File: config.mk
export PLATFORM = sky130hd
export DESIGN_NAME = thread_scheduler_with_semaphores_top
export DESIGN_NICKNAME = d
export VERILOG_FILES = /design/src/hw/rtl/tsched_pkg.sv /design/src/hw/rtl/thread_scheduler_with_semaphores_top.sv /design/src/hw/rtl/tsched_ctrl.sv /design/src/hw/rtl/tsched_dp.sv
export SDC_FILE = /design/constraint.sdc
export NUM_CORES = 1
export LEC_CHECK = 0
export ABC_AREA = 1
export BUFFER_PORTS_ARGS = -buffer_cell sky130_fd_sc_hd__buf_2
export CORE_ASPECT_RATIO = 0.9
export CORE_UTILIZATION = 45
export CTS_CLUSTER_DIAMETER = 50
export DETAILED_ROUTE_END_ITERATION = 7
export HOLD_SLACK_MARGIN = 0.05
export MAX_ROUTING_LAYER = met4
export PLACE_DENSITY = 0.62
export SETUP_SLACK_MARGIN = 0.02
export SKIP_LAST_GASP = 1
export SYNTH_ARGS = -nofsm -noshare
export SYNTH_HDL_FRONTEND = slang
export SYNTH_SLANG_ARGS = --single-unit
File: constraint.sdc
create_clock -name clk -period 3.7 [get_ports clk]
set_input_delay 0.37 -clock clk [delete_from_list [all_inputs] [get_ports clk]]
set_output_delay 0.37 -clock clk [all_outputs]
set_load 0.05 [all_outputs]
File: src/hw/rtl/tsched_pkg.sv
// Shared types and constants for the thread scheduler.
`default_nettype none
package tsched_pkg;
  localparam int MaxContexts   = 16;
  localparam int NumSemaphores = 8;
  localparam int CountBits     = 16;
  localparam int IdW  = $clog2(MaxContexts);
  localparam int SemW = (NumSemaphores > 1) ? $clog2(NumSemaphores) : 1;
  localparam int CntW = $clog2(MaxContexts + 1);

  typedef logic [IdW-1:0] ctx_id_t;
  typedef logic [IdW:0] wptr_t;  // MSB set means no waiter
  typedef logic signed [CountBits-1:0] count_t;

  typedef enum logic [2:0] {
    FN_CREATE = 3'd0, FN_YIELD = 3'd1, FN_FINISH = 3'd2,
    FN_SINIT = 3'd3, FN_SUP = 3'd4, FN_SDOWN = 3'd5
  } func_t;

  typedef enum logic [1:0] {
    CS_FREE = 2'd0, CS_INIT = 2'd1, CS_EXEC = 2'd2, CS_BLK = 2'd3
  } cstate_t;

  typedef enum logic [1:0] {
    ST_OK = 2'd0, ST_FULL = 2'd1, ST_NORUN = 2'd2, ST_NOWAIT = 2'd3
  } status_t;

  typedef enum logic [2:0] {
    S_IDLE, S_EXEC, S_WSTART, S_WSTEP, S_DONE
  } fsm_t;

  // Controller to datapath commands
  typedef struct packed {
    logic capture;    // latch request
    logic exec;       // perform the non-yield part of the request
    logic wstart;     // start ring walk
    logic wstep;      // examine one ring entry
    logic out_load;   // move result to output register
  } cmd_t;

  // Datapath to controller status
  typedef struct packed {
    logic need_walk;  // request needs a ring walk
    logic walk_done;  // walk found a context or ran out
  } sts_t;
endpackage
`default_nettype wire

File: src/hw/rtl/thread_scheduler_with_semaphores_top.sv
// Top level of the round-robin thread scheduler with counting semaphores.
// Usage:
//   Input channel: func, sem_id, init_count with in_valid / in_stall.
//   Output channel: current_id, current_valid, new_id, started, status
//   with out_valid / out_stall. Exactly one result per request.
//   One request is processed at a time. Non-yield requests go from
//   acceptance through the body step to a loaded result. Requests that
//   yield (yield, finish, a blocking down) walk the context ring one
//   link read per cycle, and the link walk sets the rate.
//   The result register holds the result while out_stall is high; the
//   next request is accepted once the result is loaded.
//   Reset (synchronous, rst high) empties the ring, zeroes all semaphore
//   counts and empties their waiter stacks; no result is pending.
`default_nettype none
module thread_scheduler_with_semaphores_top (
  input  wire logic              clk,
  input  wire logic              rst,
  input  wire logic              in_valid,
  output logic                   in_stall,
  input  wire logic [2:0]        func,
  input  wire logic [2:0]        sem_id,
  input  wire logic signed [15:0] init_count,
  output logic                   out_valid,
  input  wire logic              out_stall,
  output logic [3:0]             current_id,
  output logic                   current_valid,
  output logic [3:0]             new_id,
  output logic                   started,
  output logic [1:0]             status
);
  import tsched_pkg::*;

  cmd_t cmd;
  sts_t sts;

  tsched_ctrl u_ctrl (
    .clk(clk), .rst(rst), .in_valid(in_valid), .in_stall(in_stall),
    .out_stall(out_stall), .out_valid(out_valid), .cmd(cmd), .sts(sts)
  );

  tsched_dp u_dp (
    .clk(clk), .rst(rst), .cmd(cmd), .sts(sts), .func(func),
    .sem_id(sem_id), .init_count(init_count), .current_id(current_id),
    .current_valid(current_valid), .new_id(new_id), .started(started),
    .status(status)
  );

  // Commands are mutually exclusive
  a_cmd_onehot: assert property (@(posedge clk) disable iff (rst)
    $onehot0({cmd.exec, cmd.wstart, cmd.wstep, cmd.out_load}))
    else $error("overlapping datapath commands");

  // A request acceptance is followed by the body step
  a_exec_after_accept: assert property (@(posedge clk) disable iff (rst)
    (in_valid && !in_stall) |=> cmd.exec)
    else $error("request not executed");

  // No current id reported when nothing runs
  a_idle_id: assert property (@(posedge clk) disable iff (rst)
    (out_valid && !current_valid) |-> (current_id == 4'd0))
    else $error("current id set without running context");
endmodule
`default_nettype wire

File: src/hw/rtl/tsched_ctrl.sv
// Controller state machine sequencing one request at a time.
`default_nettype none
module tsched_ctrl (
  input  wire logic               clk,
  input  wire logic               rst,
  input  wire logic               in_valid,
  output logic                    in_stall,
  input  wire logic               out_stall,
  output logic                    out_valid,
  output tsched_pkg::cmd_t        cmd,
  input  wire tsched_pkg::sts_t   sts
);
  import tsched_pkg::*;

  fsm_t state, state_next;
  logic ovld, ovld_next;

  // Next state
  always_comb begin
    state_next = state;
    unique case (state)
      S_IDLE:   if (in_valid) state_next = S_EXEC;
      S_EXEC:   state_next = sts.need_walk ? S_WSTART : S_DONE;
      S_WSTART: state_next = S_WSTEP;
      S_WSTEP:  if (sts.walk_done) state_next = S_DONE;
      S_DONE:   if (!ovld || !out_stall) state_next = S_IDLE;
      default:  state_next = S_IDLE;
    endcase
  end

  // Outputs
  always_comb begin
    cmd = '0;
    in_stall = 1'b1;
    unique case (state)
      S_IDLE: begin
        in_stall = 1'b0;
        cmd.capture = 1'b1;
      end
      S_EXEC:   cmd.exec = 1'b1;
      S_WSTART: cmd.wstart = 1'b1;
      S_WSTEP:  cmd.wstep = 1'b1;
      S_DONE:   cmd.out_load = !ovld || !out_stall;
      default:  cmd = '0;
    endcase
  end

  // Output register valid
  always_comb begin
    ovld_next = ovld;
    if (ovld && !out_stall) ovld_next = 1'b0;
    if (cmd.out_load) ovld_next = 1'b1;
  end

  always_ff @(posedge clk) begin
    if (rst) begin
      state <= S_IDLE;
      ovld  <= 1'b0;
    end else begin
      state <= state_next;
      ovld  <= ovld_next;
    end
  end

  assign out_valid = ovld;
endmodule
`default_nettype wire

File: src/hw/rtl/tsched_dp.sv
// Datapath: context ring, semaphores, waiter stacks and result register.
`default_nettype none
module tsched_dp (
  input  wire logic                   clk,
  input  wire logic                   rst,
  input  wire tsched_pkg::cmd_t       cmd,
  output tsched_pkg::sts_t            sts,
  input  wire logic [2:0]             func,
  input  wire logic [2:0]             sem_id,
  input  wire logic signed [15:0]     init_count,
  output logic [3:0]                  current_id,
  output logic                        current_valid,
  output logic [3:0]                  new_id,
  output logic                        started,
  output logic [1:0]                  status
);
  import tsched_pkg::*;

  localparam count_t CMax = count_t'({1'b0, {(CountBits-1){1'b1}}});
  localparam count_t CMin = count_t'({1'b1, {(CountBits-1){1'b0}}});
  localparam wptr_t NoCtx = wptr_t'(MaxContexts);

  ctx_id_t next_link [MaxContexts];
  wptr_t   waiter_link [MaxContexts];
  cstate_t ctx_phase [MaxContexts];
  count_t  sem_counter [NumSemaphores];
  wptr_t   waiter_head [NumSemaphores];
  logic [CntW-1:0] ctx_count;
  ctx_id_t running_id;
  logic    running_valid;

  // Latched request
  func_t   r_func;
  logic [2:0] r_sid;
  logic signed [15:0] r_ic;
  logic    need_walk;
  ctx_id_t cur;
  logic [CntW-1:0] steps;
  logic    walk_done;
  status_t r_status;
  logic    r_started;
  ctx_id_t r_new;

  logic    sem_ok;
  logic [SemW-1:0] sidx;
  count_t  cnt, cnt_up, cnt_dn, ic_clamp;
  cstate_t cs_cur;
  logic    runnable;

  assign sem_ok = {29'd0, r_sid} < 32'(NumSemaphores);
  assign sidx   = SemW'(r_sid);
  assign cnt    = sem_counter[sidx];
  assign cnt_up = (cnt < CMax) ? cnt + count_t'(1) : cnt;
  assign cnt_dn = (cnt > CMin) ? cnt - count_t'(1) : cnt;
  assign cs_cur = ctx_phase[cur];
  assign runnable = (cs_cur == CS_INIT) || (cs_cur == CS_EXEC);

  // Walk decision, taken from state before the request body is applied
  assign need_walk = (r_func == FN_YIELD) ||
                     ((r_func == FN_FINISH) && running_valid) ||
                     ((r_func == FN_SDOWN) && sem_ok && running_valid && (cnt_dn < 0));

  // Clamp 16-bit input into the count range
  always_comb begin
    if (CountBits >= 16) ic_clamp = count_t'(r_ic);
    else if (32'(signed'(r_ic)) > 32'(signed'(CMax))) ic_clamp = CMax;
    else if (32'(signed'(r_ic)) < 32'(signed'(CMin))) ic_clamp = CMin;
    else ic_clamp = count_t'(r_ic);
  end

  assign sts.need_walk = need_walk;
  assign sts.walk_done = walk_done;

  // Control and state updates
  always_ff @(posedge clk) begin
    if (rst) begin
      for (int i = 0; i < MaxContexts; i++) ctx_phase[i] <= CS_FREE;
      for (int i = 0; i < NumSemaphores; i++) begin
        sem_counter[i] <= '0;
        waiter_head[i] <= NoCtx;
      end
      ctx_count <= '0;
      running_id <= '0;
      running_valid <= 1'b0;
      walk_done <= 1'b0;
    end else begin
      if (cmd.capture) begin
        r_func <= func_t'(func);
        r_sid <= sem_id;
        r_ic <= init_count;
        r_status <= ST_OK;
        r_started <= 1'b0;
        r_new <= '0;
      end
      // Request body
      if (cmd.exec) begin
        unique case (r_func)
          FN_CREATE: begin
            if (ctx_count >= CntW'(MaxContexts)) r_status <= ST_FULL;
            else begin
              ctx_phase[IdW'(ctx_count)] <= CS_INIT;
              if (ctx_count == '0) next_link[0] <= '0;
              else begin
                next_link[IdW'(ctx_count)] <= next_link[0];
                next_link[0] <= IdW'(ctx_count);
              end
              ctx_count <= ctx_count + CntW'(1);
              r_new <= IdW'(ctx_count);
            end
          end
          FN_YIELD: ;
          FN_FINISH: if (running_valid) begin
            ctx_phase[running_id] <= CS_FREE;
          end
          FN_SINIT: if (sem_ok) begin
            sem_counter[sidx] <= ic_clamp;
            waiter_head[sidx] <= NoCtx;
          end
          FN_SUP: if (sem_ok) begin
            sem_counter[sidx] <= cnt_up;
            if (cnt_up <= 0) begin
              if (waiter_head[sidx][IdW]) r_status <= ST_NOWAIT;
              else begin
                ctx_phase[IdW'(waiter_head[sidx])] <= CS_EXEC;
                waiter_head[sidx] <= waiter_link[IdW'(waiter_head[sidx])];
              end
            end
          end
          FN_SDOWN: if (sem_ok) begin
            if (!running_valid) r_status <= ST_NORUN;
            else begin
              sem_counter[sidx] <= cnt_dn;
              if (cnt_dn < 0) begin
                ctx_phase[running_id] <= CS_BLK;
                waiter_link[running_id] <= waiter_head[sidx];
                waiter_head[sidx] <= {1'b0, running_id};
              end
            end
          end
          default: ;
        endcase
      end
      // Ring walk: one link read per cycle
      if (cmd.wstart) begin
        walk_done <= (ctx_count == '0);
        steps <= '0;
        cur <= running_valid ? next_link[running_id] : '0;
        if (ctx_count == '0) begin
          running_valid <= 1'b0;
          running_id <= '0;
          r_status <= ST_NORUN;
        end
      end
      if (cmd.wstep && !walk_done) begin
        if (runnable) begin
          running_id <= cur;
          running_valid <= 1'b1;
          walk_done <= 1'b1;
          if (cs_cur == CS_INIT) begin
            ctx_phase[cur] <= CS_EXEC;
            r_started <= 1'b1;
          end
        end else if (steps == CntW'(MaxContexts - 1)) begin
          running_valid <= 1'b0;
          running_id <= '0;
          walk_done <= 1'b1;
          r_status <= ST_NORUN;
        end else begin
          cur <= next_link[cur];
          steps <= steps + CntW'(1);
        end
      end
    end
  end

  // Result register
  always_ff @(posedge clk) begin
    if (cmd.out_load) begin
      current_id <= running_valid ? 4'(running_id) : 4'd0;
      current_valid <= running_valid;
      new_id <= 4'(r_new);
      started <= r_started;
      status <= r_status;
    end
  end
endmodule
`default_nettype wire
==> results.cfg, run 1 <==
[drt]
drt_iter0_drc = 1911
vias_per_cell = 5.51
drt-total-wl_um = 59500
drc_errors = 0
drtPass1Iterations = 6
wire_per_inst_um = 19.3
ant_nets = 0
vias = 17000

[timing]
maxSlewHeadroom_pct = 25.0
timing.final.crit_share_pct = 97.0
layout_min_cycle_time_ns = 3.59
finClkSkew_ns = 0.0235
hold_violations = 0
rsz0062_at_grt = true
tightest_slew_ns = 1.12
slew_viol_final = 0
max_freq_ghz = 0.279
finalSetupTns_ns = 0
setup_viol = 0
layout_setup_ws_ns = 0.112

[global_route]
antenna_found_initial = 2
grt_use_total_pct = 25.5
grt_pass1_vias = 15500
grt_max_degree = 62
grt_overflow = 0
grt_first_pass_wirelength_um = 89200

[cts]
cts_inserted_buffers = 47
htreeDepth = 2
cts_buffer_depth = 3
clk_latency_ns = 0.59
tritoncts = done
cts_sinks = 416
cts-root-buf = clkbuf_16
clk_pin_slew_ns = 0.06

[yosys]
ys_warn_count = 0
synth_flop_cell = edfxtp_1
synth_edf_count = 394
ys_types = 51
netlist_instances = 2229
synthArstFlopShare_pct = 0
synth_area_sq_um = 20700
synth_area_leaders = edfxtp_1 57%, nand2_1 9.1%, nor2_1 6.3%
avgSynthCellArea_sq_um = 9.30
synth_top_area_share_pct = 57.1
synth_most_common_cell = nand2_1
synth_top_area_cell = edfxtp_1
ys_top_cells_by_count = 505 x nand2_1, 394 x edfxtp_1, 347 x nor2_1
seq_area_frac_synth_pct = 59.2
ys_seq_elements = 416
synth_fp_nets = 2264

[min_path]
min_path_type = primary input to flip-flop

[pwr]
finalPower_uw = 13100
seqPwrFrac_pct = 41.4
p_leak_uw = 0.0102
vdd_drop_max_v = 0.000448
combPwrFrac_pct = 20.5
switching_share_pct = 29.4
p_int_uw = 9270
switching_power_uw = 3860
power_frac_clock_pct = 38.1
powerDensity_nw_per_um2 = 521

[floorplanning]
start_util_pct = 45.7
core_area_sq_um = 45400
ios = 40
dieArea_sq_um = 46900
rows = 74
die_y_um = 206
die_w_um = 228

[worst_setup_path]
cp.arrival_ns = 3.87
crit_required_ns = 3.98
start_kind = flip-flop
critical_path_class = flip-flop to flip-flop
crit_fanout = 7
end_kind = flip-flop

[layout]
post-route-util_pct = 55.6
areaGrowthSynthToFinish_pct = 21.7
final_layout_size_suffix_gt1_share_pct = 17.9
stdcell_area_sq_um = 25200
num-nets-final = 2462

[place]
placedInstanceArea_sq_um = 22600
place.port_buffers = 39
pre_cts_slack_ns = -0.0332
dpl.hpwl_um = 41300
place_congestion = 0.975

[job]
maxCapViolCount = 0

[outcome]
status = finished clean
## flip-flops by register name, summed over array words and instances, names as in the netlist, 4 cells and up, named ones only
register          cells
u_dp.sem_counter    128
u_dp.waiter_link     80
u_dp.next_link       64
u_dp.waiter_head     40
u_dp.ctx_phase       32
u_dp.ic_clamp        16
u_dp.ctx_count        5
u_dp.steps            5
u_dp.cur              4
u_dp.current_id       4
u_dp.new_id           4
u_dp.r_new            4
u_dp.running_id       4
## path summary, 6_finish.rpt
kind	start	to	slack (ns)	cells past startpoint
max	flip-flop	u_dp.ctx_phase[9][0]$_SDFFCE_PN0P_	0.11	25
min	out_stall	u_ctrl.out_valid$_SDFFE_PP0P_	0.09	3
max reg2reg	flip-flop	u_dp.ctx_phase[9][0]$_SDFFCE_PN0P_	0.11	25
min reg2reg	u_dp.r_started$_DFFE_PN_	u_dp.started$_DFFE_PP_	0.49	0
## through the flow
| step | instances | hold WS (ns) |
|---|---|---|
| after floorplan | 2229 | 0.406 |
| after global placement | 2943 | 0.461 |
| after detailed placement | 2943 | 0.450 |
| after CTS | 3056 | 0.0601 |
| after global routing | 3076 | 0.104 |
| final | 3076 | 0.0925 |
## power groups by stage
stage | Sequential [uW] | Clock [uW] | Combinational, uW
after floorplan | 5500 | 0 | 1510
after global placement | 5520 | 0 | 2380
after detailed placement | 5530 | 0 | 2380
after CTS | 5430 | 5080 | 2440
after global routing | 5450 | 5260 | 2900
final | 5430 | 5010 | 2690
## layout by cell type, fill, tap and decap left out, types with 29 or more instances in the layout
cell / synthesis / routed
edfxtp_1: 394 / 394
inv_1: 259 / 254
buf_2: 9 / 39
a22oi_1: 36 / 36
nand2_1: 505 / 475
o21ai_0: 99 / 96
nor2_1: 347 / 326
buf_4: 11 / 155
clkbuf_16: 0 / 50
nor3_1: 33 / 29
nand3_1: 163 / 151
a21oi_1: 62 / 61
nand2_2: 19 / 31
## critical path, stage by stage, from the launching register on
cell and delay [ns]:
dfxtp_4 0.40, buf_4 0.16, buf_4 0.14, inv_6 0.05, nand2_1 0.06, nand3_1 0.13
nand2_1 0.11, nand2_1 0.12, nand2_4 0.16, nand2_1 0.14, nor2_4 0.13, nand2_1 0.06
nand2_1 0.06, nand3_1 0.11, nor2_1 0.12, nand2_1 0.07, nor2_2 0.14, nand3_2 0.13
nand2_8 0.14, buf_4 0.13, nand3_1 0.09, nand3_1 0.15, nand2_4 0.12, nor2_4 0.14
nand2_1 0.09, nand2_1 0.10
## cells by family after synthesis
group / synth area share, %
buffers and inverters: 7.31
and+or+nand+nor: 22.7
xor gates and xnor gates: 0.211
adders and majority gates: 0.543
DFF: 59.2
AOI/OAI and AO/OA: 9.02
muxes: 1.01
## layer usage
metal	global-route usage [%]	up-vias	part of all wire [%]	routed length (um)
met5	-	-	0	0
met4	6.64	0	1.8	1090
met3	6.01	90	9.6	5720
met1	36.2	8160	45	27000
met2	36.6	724	43	25700
li1	-	7976	-	-
## timing repair
action / in CTS / in global routing
pin swaps: 1 / 28
endpoints found under the hold margin: 24 / 0
endpoints found under the setup margin: 37 / 161
gates cloned: 1 / 4
gates resized for setup: 8 / 137
setup buffers: 2 / 14
hold buffers: 22 / 0
## area by class of cell
cell class,instances,area (sq um)
antenna,2,5.00
timing repair buffer,238,1990
sequential,416,12300
clock inverter,27,349
multi-input combinational,1452,7460
fill,3991,20100
clock buffer,61,1320
tap,608,761
timing repair inverter,2,17.5
inverter,270,1040
No activity file was read; power rests on OpenSTA's default activity.
==> run 2: changes to the inputs <==
--- a/config.mk
+++ b/config.mk
@@ -5,15 +5,17 @@
 export SDC_FILE = /design/constraint.sdc
 export NUM_CORES = 1
 export LEC_CHECK = 0
-export ABC_AREA = 1
 export BUFFER_PORTS_ARGS = -buffer_cell sky130_fd_sc_hd__buf_2
+export CELL_PAD_IN_SITES_DETAIL_PLACEMENT = 1
+export CELL_PAD_IN_SITES_GLOBAL_PLACEMENT = 1
 export CORE_ASPECT_RATIO = 0.9
 export CORE_UTILIZATION = 45
 export CTS_CLUSTER_DIAMETER = 50
 export DETAILED_ROUTE_END_ITERATION = 7
+export GPL_ROUTABILITY_DRIVEN = 1
 export HOLD_SLACK_MARGIN = 0.05
 export MAX_ROUTING_LAYER = met4
-export PLACE_DENSITY = 0.62
+export PLACE_DENSITY = 0.71
 export SETUP_SLACK_MARGIN = 0.02
 export SKIP_LAST_GASP = 1
 export SYNTH_ARGS = -nofsm -noshare
==> run 2 against run 1 <==
  * Core utilization increased by 5.4 points
  * Largest cell class unchanged
  * The flow now finishes with violations (setup timing)
  * Largest power group unchanged
  * Highest routed layer unchanged
  * Final area up 5.0%
  * Power decreased by 8.8%
==> results.cfg, run 2 <==
[drt]
wire_per_inst_um = 27.0
vias = 14000
vias_per_cell = 5.98
drc_errors = 0
ant_nets = 0
drt-total-wl_um = 63100
drt_iter0_drc = 1307
drtPass1Iterations = 5

[yosys]
synth_top_area_cell = edfxtp_1
synth-adder-area-share_pct = 0.562
synth_area_sq_um = 20000
synth_xor_area_share_pct = 0.818
ys_top_cells_by_count = 394 x edfxtp_1, 229 x nor2_1, 93 x mux4_2
synth_top_family_by_area = multiplexers
synth_compound_area_share_pct = 7.01
synth-simple-area-share_pct = 12.9
seq_area_frac_synth_pct = 61.3
ys_warn_count = 0
synth_top_area_share_pct = 59.1
synth_area_leaders = edfxtp_1 59%, mux4_2 10%, nor2_1 4.3%
ys_types = 98
muxShareOfSynthArea_pct = 14.6
synth_fp_nets = 1411
avgSynthCellArea_sq_um = 14.6
synthArstFlopShare_pct = 0
synth_edf_count = 394
synth_most_common_cell = edfxtp_1
netlist_instances = 1376
ys_seq_elements = 416
synth_flop_cell = edfxtp_1

[cts]
tritoncts = done
cts_inserted_buffers = 47
clk_latency_ns = 0.60
clk_pin_slew_ns = 0.06
cts-root-buf = clkbuf_16
cts_buffer_depth = 3
htreeDepth = 2
cts_sinks = 416

[global_route]
grt_overflow = 0
grt_max_degree = 44
grt_first_pass_wirelength_um = 90700
antenna_found_initial = 1
grt_pass1_vias = 14400
grt_use_total_pct = 27.9

[worst_setup_path]
end_kind = flip-flop
crit_fanout = 8
crit_required_ns = 3.97
cp.arrival_ns = 4.70
cp_cell_sequence = buf_8 -> mux4_2 -> mux2i_2 -> buf_4 -> nand4_1 -> nand4b_1 -> a2111oi_2 -> buf_4 -> xor2_4 -> o21ai_4 -> buf_6 -> nor2_4 -> a21oi_4 -> buf_6 -> o221ai_4 -> clkbuf_16 -> o31ai_4
reg2regPathDepth = 17
cpMaxStageDelayCell = mux4_2
critical_path_class = flip-flop to flip-flop
max_stage_delay_ns = 0.54
start_kind = flip-flop

[timing]
layout_min_cycle_time_ns = 4.43
finClkSkew_ns = 0.0231
rsz0062_at_grt = true
hold_slack_ns = 0.157
slew_viol_final = 0
timing.final.crit_share_pct = 120
layout_setup_ws_ns = -0.725
maxSlewHeadroom_pct = 16.5
max_freq_ghz = 0.226
setup_viol = 244
tightest_slew_ns = 1.25
hold_violations = 0

[layout]
areaGrowthSynthToFinish_pct = 32.3
final_cell_mix = 394 x edfxtp_1, 213 x buf_4, 191 x nor2_1, 93 x mux4_2, 65 x nand2_1
final_layout_size_suffix_gt1_share_pct = 42.7
num-nets-final = 1745
top_register = u_dp.sem_counter
largest_register_ffs = 128
reg_top3 = u_dp.sem_counter x128, u_dp.waiter_link x80, u_dp.next_link x64
final_common_cell = edfxtp_1

[job]
maxCapViolCount = 0

[min_path]
min_path_type = primary input to flip-flop
whs_path_depth = 3

[place]
dpl.hpwl_um = 39900
pre_cts_slack_ns = -0.631
place.port_buffers = 39
place_congestion = 0.898

[pwr]
p_leak_uw = 0.00927
vdd_drop_max_v = 0.000408
powerDensity_nw_per_um2 = 452

[floorplanning]
rows = 72
start_util_pct = 46.1
ios = 40
core_area_sq_um = 43400
die_w_um = 224
dieArea_sq_um = 45400
die_y_um = 202

[outcome]
status = finished, violations left
violations = setup timing
==> run 2: cell families (layout without fill, tap and decap cells) <==
kind of cell | after synthesis | after routing
simple gates | 498 | 498
flops | 416 | 416
compound gates | 171 | 173
mux | 162 | 162
buf+inv | 103 | 468
xor+xnor | 17 | 17
fa+ha+maj | 9 | 9
other cells | 0 | 1
==> run 2: path summary, 6_finish.rpt <==
kind                            from                                  to  slack [ns]
min                         in_valid        u_ctrl.state[0]$_SDFFE_PP0P_        0.16
max                        flip-flop  u_dp.ctx_phase[0][1]$_SDFFCE_PN0P_       -0.73
max reg2reg                flip-flop  u_dp.ctx_phase[0][1]$_SDFFCE_PN0P_       -0.73
min reg2reg  u_dp.r_new[1]$_DFFE_PN_            u_dp.new_id[1]$_DFFE_PP_        0.47
==> run 2: layout make-up <==
class / instances / area [sq um]
clock buffer: 61 / 1270
inverter: 13 / 48.8
fill: 4053 / 16900
clock inverter: 21 / 244
sequential: 416 / 12300
multi-input combinational: 859 / 8480
timing repair buffer: 373 / 3430
antenna: 1 / 2.50
tap: 592 / 741
==> run 2: timing repair <==
item,CTS,global route
pin swaps,22,41
cloned,10,2
setup endpoints to repair,277,298
endpoints found under the hold margin,23,0
gates resized for setup,116,171
buffers inserted,36,50
hold buffers,22,0
==> run 2: per-stage QoR <==
step / cell area, sq um / setup TNS, ns / power [uW] / utilization [%] / std cells
global placement: 22600 / -58.28 / 7070 / 52.0 / 2137
CTS: 25400 / -49.38 / 11900 / 58.5 / 2287
floorplan: 20300 / -47.27 / 6440 / - / 1376
finish: 26500 / -124.62 / 12000 / 61.0 / 2336
global route: 26500 / -148.60 / 12300 / 61.0 / 2336
detailed placement: 22600 / -86.09 / 7120 / 52.0 / 2137
==> run 2: metal layers <==
layer  part of all wire, %  track usage (%)  vias up  wire [um]
li1                      -                -     6046          -
met1                    42             38.3     7320      26800
met2                    49             42.9      518      30600
met3                   6.6             4.97       95       4160
met4                   2.5             7.63        0       1560
met5                     0                -        -          0
==> run 2: worst max-delay path: cells and delay by family, from the launching register on <==
kind | cells | cell delay [ns]
DFF | 1 | 0.44
muxes | 2 | 0.78
xor gates and xnor gates | 1 | 0.07
and+or+nand+nor | 3 | 0.54
AOI/OAI and AO/OA | 5 | 1.24
buffers and inverters | 6 | 1.02
==> run 2: power by group <==
part	switching, uW	internal, uW	total (uW)	leakage [uW]
logic	1080	888	1960	0.00452
clock network	1920	2710	4630	0.000734
registers	92.7	5290	5380	0.00402
total	3080	8890	12000	0.00927
